==> src/hdl/perspective_point_projection_core_macros.svh <==
// Assertion macros for the projection core. Each expects clk and rst_n in scope.
`ifndef PERSPECTIVE_POINT_PROJECTION_CORE_MACROS_SVH
`define PERSPECTIVE_POINT_PROJECTION_CORE_MACROS_SVH

`ifndef SYNTHESIS
// same-cycle implication
`define PPP_ASSERT_IMP(lbl, ante, cons) \
    lbl: assert property (@(posedge clk) disable iff (!rst_n) (ante) |-> (cons)) \
        else $error("implication check failed");
// next-cycle implication
`define PPP_ASSERT_NXT(lbl, ante, cons) \
    lbl: assert property (@(posedge clk) disable iff (!rst_n) (ante) |=> (cons)) \
        else $error("next-cycle check failed");
`else
`define PPP_ASSERT_IMP(lbl, ante, cons)
`define PPP_ASSERT_NXT(lbl, ante, cons)
`endif

`endif

==> src/hdl/ppp_pkg.sv <==
package ppp_pkg;

    localparam int unsigned VAL_W = 32;
    localparam int unsigned DEN_W = 31;
    localparam int unsigned WIDE_W = 66;

    localparam logic OP_LOAD    = 1'b0;
    localparam logic OP_PROJECT = 1'b1;

    localparam logic [7:0] REG_WINDOW_WIDTH  = 8'd0;
    localparam logic [7:0] REG_WINDOW_HEIGHT = 8'd1;

    localparam logic [15:0] WINDOW_WIDTH_RESET  = 16'd1920;
    localparam logic [15:0] WINDOW_HEIGHT_RESET = 16'd1080;

    // pipeline sideband that travels with each item
    typedef struct packed {
        logic valid;
        logic visible;
        logic neg_x;
        logic neg_y;
    } side_t;

    function automatic logic signed [VAL_W-1:0] sat32(input logic signed [WIDE_W-1:0] v);
        logic signed [WIDE_W-1:0] hi;
        logic signed [WIDE_W-1:0] lo;
        begin
            hi = WIDE_W'(32'sh7FFF_FFFF);
            lo = -(WIDE_W'(64'sh8000_0000));
            if (v > hi)
                sat32 = 32'sh7FFF_FFFF;
            else if (v < lo)
                sat32 = 32'sh8000_0000;
            else
                sat32 = v[VAL_W-1:0];
        end
    endfunction

endpackage

==> src/hdl/ppp_viewport.sv <==
module ppp_viewport #(
    parameter int unsigned FRAC_BITS = 16
) (
    input  logic                    clk,
    input  logic                    rst_n,
    input  logic                    en,
    input  ppp_pkg::side_t          side_in,
    input  logic [32+FRAC_BITS-1:0] q_x,
    input  logic [32+FRAC_BITS-1:0] q_y,
    input  logic [14:0]             half_w,
    input  logic [14:0]             half_h,
    output logic                    out_valid,
    output logic                    out_visible,
    output logic signed [31:0]      screen_x,
    output logic signed [31:0]      screen_y
);

    localparam int unsigned W = ppp_pkg::WIDE_W;

    ppp_pkg::side_t     s1_reg, s2_reg;
    logic signed [31:0] ndc_x_reg, ndc_y_reg, ndc_x2_reg, ndc_y2_reg;
    logic signed [47:0] px_reg, py_reg;
    logic [14:0]        hw_reg, hh_reg;
    logic               valid_reg, visible_reg;
    logic signed [31:0] sx_reg, sy_reg;

    // P1: sign and saturate the quotients
    logic signed [W-1:0] wx, wy;
    assign wx = side_in.neg_x ? -$signed(W'(q_x)) : $signed(W'(q_x));
    assign wy = side_in.neg_y ? -$signed(W'(q_y)) : $signed(W'(q_y));

    always_ff @(posedge clk)
    begin
        if (en)
        begin
            ndc_x_reg <= ppp_pkg::sat32(wx);
            ndc_y_reg <= ppp_pkg::sat32(wy);
        end
    end

    // P2: half size times ndc
    always_ff @(posedge clk)
    begin
        if (en)
        begin
            px_reg     <= $signed({1'b0, half_w}) * ndc_x_reg;
            py_reg     <= $signed({1'b0, half_h}) * ndc_y_reg;
            ndc_x2_reg <= ndc_x_reg;
            ndc_y2_reg <= ndc_y_reg;
            hw_reg     <= half_w;
            hh_reg     <= half_h;
        end
    end

    // P3: window mapping, y flipped
    logic signed [W-1:0] sum_x, sum_y;
    assign sum_x = W'(px_reg) + W'(ndc_x2_reg) + $signed(W'(hw_reg) << FRAC_BITS);
    assign sum_y = -W'(py_reg) + W'(ndc_y2_reg) + $signed(W'(hh_reg) << FRAC_BITS);

    always_ff @(posedge clk)
    begin
        if (en)
        begin
            sx_reg <= s2_reg.visible ? ppp_pkg::sat32(sum_x) : '0;
            sy_reg <= s2_reg.visible ? ppp_pkg::sat32(sum_y) : '0;
        end
    end

    always_ff @(posedge clk or negedge rst_n)
    begin
        if (!rst_n)
        begin
            s1_reg      <= '0;
            s2_reg      <= '0;
            valid_reg   <= 1'b0;
            visible_reg <= 1'b0;
        end
        else if (en)
        begin
            s1_reg      <= side_in;
            s2_reg      <= s1_reg;
            valid_reg   <= s2_reg.valid;
            visible_reg <= s2_reg.visible;
        end
    end

    assign out_valid   = valid_reg;
    assign out_visible = visible_reg;
    assign screen_x    = sx_reg;
    assign screen_y    = sy_reg;

endmodule
==> config.mk <==
export PLATFORM = sky130hd
export DESIGN_NAME = ppp_viewport
export DESIGN_NICKNAME = d
export VERILOG_FILES = /design/src/hdl/perspective_point_projection_core_macros.svh /design/src/hdl/ppp_pkg.sv /design/src/hdl/ppp_viewport.sv
export SDC_FILE = /design/constraint.sdc
export NUM_CORES = 2
export LEC_CHECK = 0
export BUFFER_PORTS_ARGS = -buffer_cell sky130_fd_sc_hd__buf_2
export CAP_MARGIN = 0
export CORE_MARGIN = 2
export CORE_UTILIZATION = 34
export CTS_BUF_LIST = sky130_fd_sc_hd__clkbuf_4 sky130_fd_sc_hd__clkbuf_8
export DETAILED_ROUTE_END_ITERATION = 10
export GPL_TIMING_DRIVEN = 0
export HOLD_SLACK_MARGIN = 0.05
export PLACE_DENSITY = 0.6
export REMOVE_ABC_BUFFERS = 1
export SYNTH_ARGS = -nofsm -noshare
export SYNTH_HDL_FRONTEND = slang
export SYNTH_SLANG_ARGS = --single-unit
==> constraint.sdc <==
create_clock -name clk -period 7.8 [get_ports clk]
set_clock_uncertainty 0.2 [all_clocks]
set_input_delay 0.78 -clock clk [delete_from_list [all_inputs] [get_ports clk]]
set_output_delay 0.78 -clock clk [all_outputs]
set_load 0.02 [all_outputs]
==> results.toml <==
[floorplan]
die_width_um = 406.4
rows = 147
core_area_um2 = 160800
io_pins = 199
fp.dieH_um = 406.4
start_util_pct = 34.25
fp.dieArea_um2 = 165200

[final_layout]
layout_commonest_cell = "inv_1"
fill_cells = 16174
fin_nets = 7466
syn2layout_area_growth_pct = 10.25
final_cell_mix = "inv_1, fa_1, nand2_1"
drive_above_1_share_pct = 8.614

[sta]
slew_violations = 0
fin_setup_tns_ns = 0
fin_hold_ws_ns = 0.2073
fin_crit_sh_pct = 96.58
hold_viol = 0
tightest_slew_ns = 1.269
rsz0062_at_grt = "true"
min_period_ns = 7.533
fmax_mhz = 132.7
worst_slack_ns = 0.2667
slew_headroom_pct = 15.27
setup_viol = 0

[placement]
portBuffers = 198
gp_congestion = 0.8768
dp_slack_ns = -1.266
dp_hpwl_um = 110300

[drt]
vias = 40973
wl_um = 144600
drc_errors = 0
drtAntennaViolNets = 0
viasPerCell = 4.983
first_iter_violations = 2561
wl_per_cell_um = 17.58
drt_pre_antenna_iters = 8

[synth]
synth_top_family_by_area = "adder cells"
seq_area_frac_synth_pct = 17.62
ys.flop_type = "edfxtp_1"
ys_ff_latch = 324
synth_xor_area_share_pct = 4.073
synth.avg_cell_area_um2 = 9.416
syn-cell-area_um2 = 55050
yosys_warnings = 0
synth_edf_count = 318
synth-simple-area-share_pct = 15.68
synth_cells = 5847
synthAdderAreaFrac_pct = 43.09
yosysUniqueCellTypes = 84
async_flop_share_pct = 1.852
synth_compound_area_share_pct = 9.834
synthMuxAreaShare_pct = 0.2954

[critical_path]
critical_path_required_ns = 8.06
cp-start-kind = "primary input"
crit_arrival_ns = 7.80
rr_startpoint = "ndc_y_reg[6]"
cp-startpoint = "half_h[12]"
path_max_fanout = 33
cp-end-kind = "flop"
crit_type = "in -> reg"

[status]
status = "complete, no violations"

[global_routing]
grt_overflow = 0
grt_pass1_vias = 43375
antenna_found_initial = 34
grtUsageTotal_pct = 18.05
grt_pass1_wl_um = 236100
grt_max_degree = 114

[job]
cap_violations = 0

[clock_tree]
cts.sinks = 324
clockBufferDepth = 3
htreeDepth = 2
cts_buffers = 58
clk_pin_slew_ns = 0.06
cts_root_buffer = "clkbuf_8"
cts_tree = "done"
clkLatencyLatePin_ns = 0.73

[hold_path]
hold_path.class = "in -> async"
==> final cells by class <==
cell class                      instances  area (um2)  share of cell area [%]
Clock inverter                         34       317.8                  0.5236
Antenna cell                           14       35.03                 0.05772
Sequential cell                       324        9699                   15.98
Tap cell                             2160        2703                   4.453
Clock buffer                           73       935.9                   1.542
Inverter                             1119        4200                   6.920
Multi-Input combinational cell       4153       40300                   66.40
Timing Repair Buffer                  345        2500                   4.119
==> what timing repair did <==
action,4_1_cts,5_1_grt
setup endpoints to repair,17,23
pin swaps,0,1
gates resized for setup,8,22
setup buffers,69,66
hold endpoints to repair,9,0
hold buffers,4,0
==> final timing paths <==
check | endpoint | slack [ns] | cells after the start
setup / recovery | py_reg[46] | 0.27 | 25
hold / removal | s2_reg[3] | 0.21 | 2
setup reg to reg | py_reg[46] | 0.28 | 24
hold reg to reg | s2_reg[2] | 0.30 | 2
max in group asynchronous | s2_reg[2] | 7.05 | 2
min in group clk | ndc_x_reg[27] | 0.25 | 3
==> kinds of logic (layout without fill, tap and decap cells) <==
group | after synthesis | count (layout)
AO/OA/AOI/OAI | 840 | 840
XOR/XNOR | 256 | 256
adder cells (fa/ha/maj) | 1332 | 1332
buffers and inverters | 1370 | 1571
flip-flops | 324 | 324
multiplexers | 15 | 15
other | 0 | 14
AND/OR/NAND/NOR | 1710 | 1710
==> metal layers <==
layer  share of wire (%)  track usage (%)
met1                  46            25.27
met2                  44            28.38
met3                 6.7            3.631
met4                 2.7            4.815
met5                0.11                0
==> worst max-delay path: stages <==
cell	delay (ns)
buf_2	0.67
nand2_1	0.17
fa_1	0.58
inv_1	0.05
ha_1	0.27
inv_1	0.05
fa_1	0.54
inv_1	0.06
fa_1	0.50
fa_1	0.54
inv_1	0.05
fa_1	0.53
inv_1	0.04
ha_1	0.33
a21o_1	0.17
a21o_1	0.18
a21o_1	0.19
a221oi_2	0.33
o21a_1	0.18
o31ai_1	0.12
a21o_1	0.32
a221oi_4	0.42
o21ai_0	0.22
a221oi_1	0.35
xnor2_1	0.10
==> cells in the mapped netlist, types with 22 or more instances <==
library cell,count,area (um2)
inv_1,1118,4197
fa_1,940,18820
nand2_1,680,2552
and2_1,479,2997
ha_1,392,4905
edfxtp_1,318,9549
clkbuf_1,237,889.6
o21ai_0,206,1031
a21oi_1,203,1016
nor2_1,152,570.6
xnor2_1,130,1139
xor2_1,126,1104
a21o_1,99,743.2
nand3_1,70,350.3
o31ai_1,60,450.4
nor3_1,57,285.3
and3_1,36,225.2
nand2b_1,35,219.0
or3_1,33,206.5
nand4_1,32,200.2
a31oi_1,29,181.4
a211oi_1,28,210.2
nor2b_1,28,175.2
o21bai_1,27,202.7
nor4_1,22,137.6
o21ai_2,22,192.7
==> per-stage QoR <==
stage / std cells / cell area, um2 / util [%]
finish: 8222 / 60690 / 37.76
global route: 8220 / 60690 / 37.75
CTS: 8142 / 60000 / 37.33
detailed placement: 7962 / 57950 / 36.05
global placement: 7954 / 57770 / 35.93
floorplan: 5596 / 54070 / -
Power is left out: the tool's default activity adds up to more than one toggle a clock period on the data nets, which glitch-free logic cannot reach.
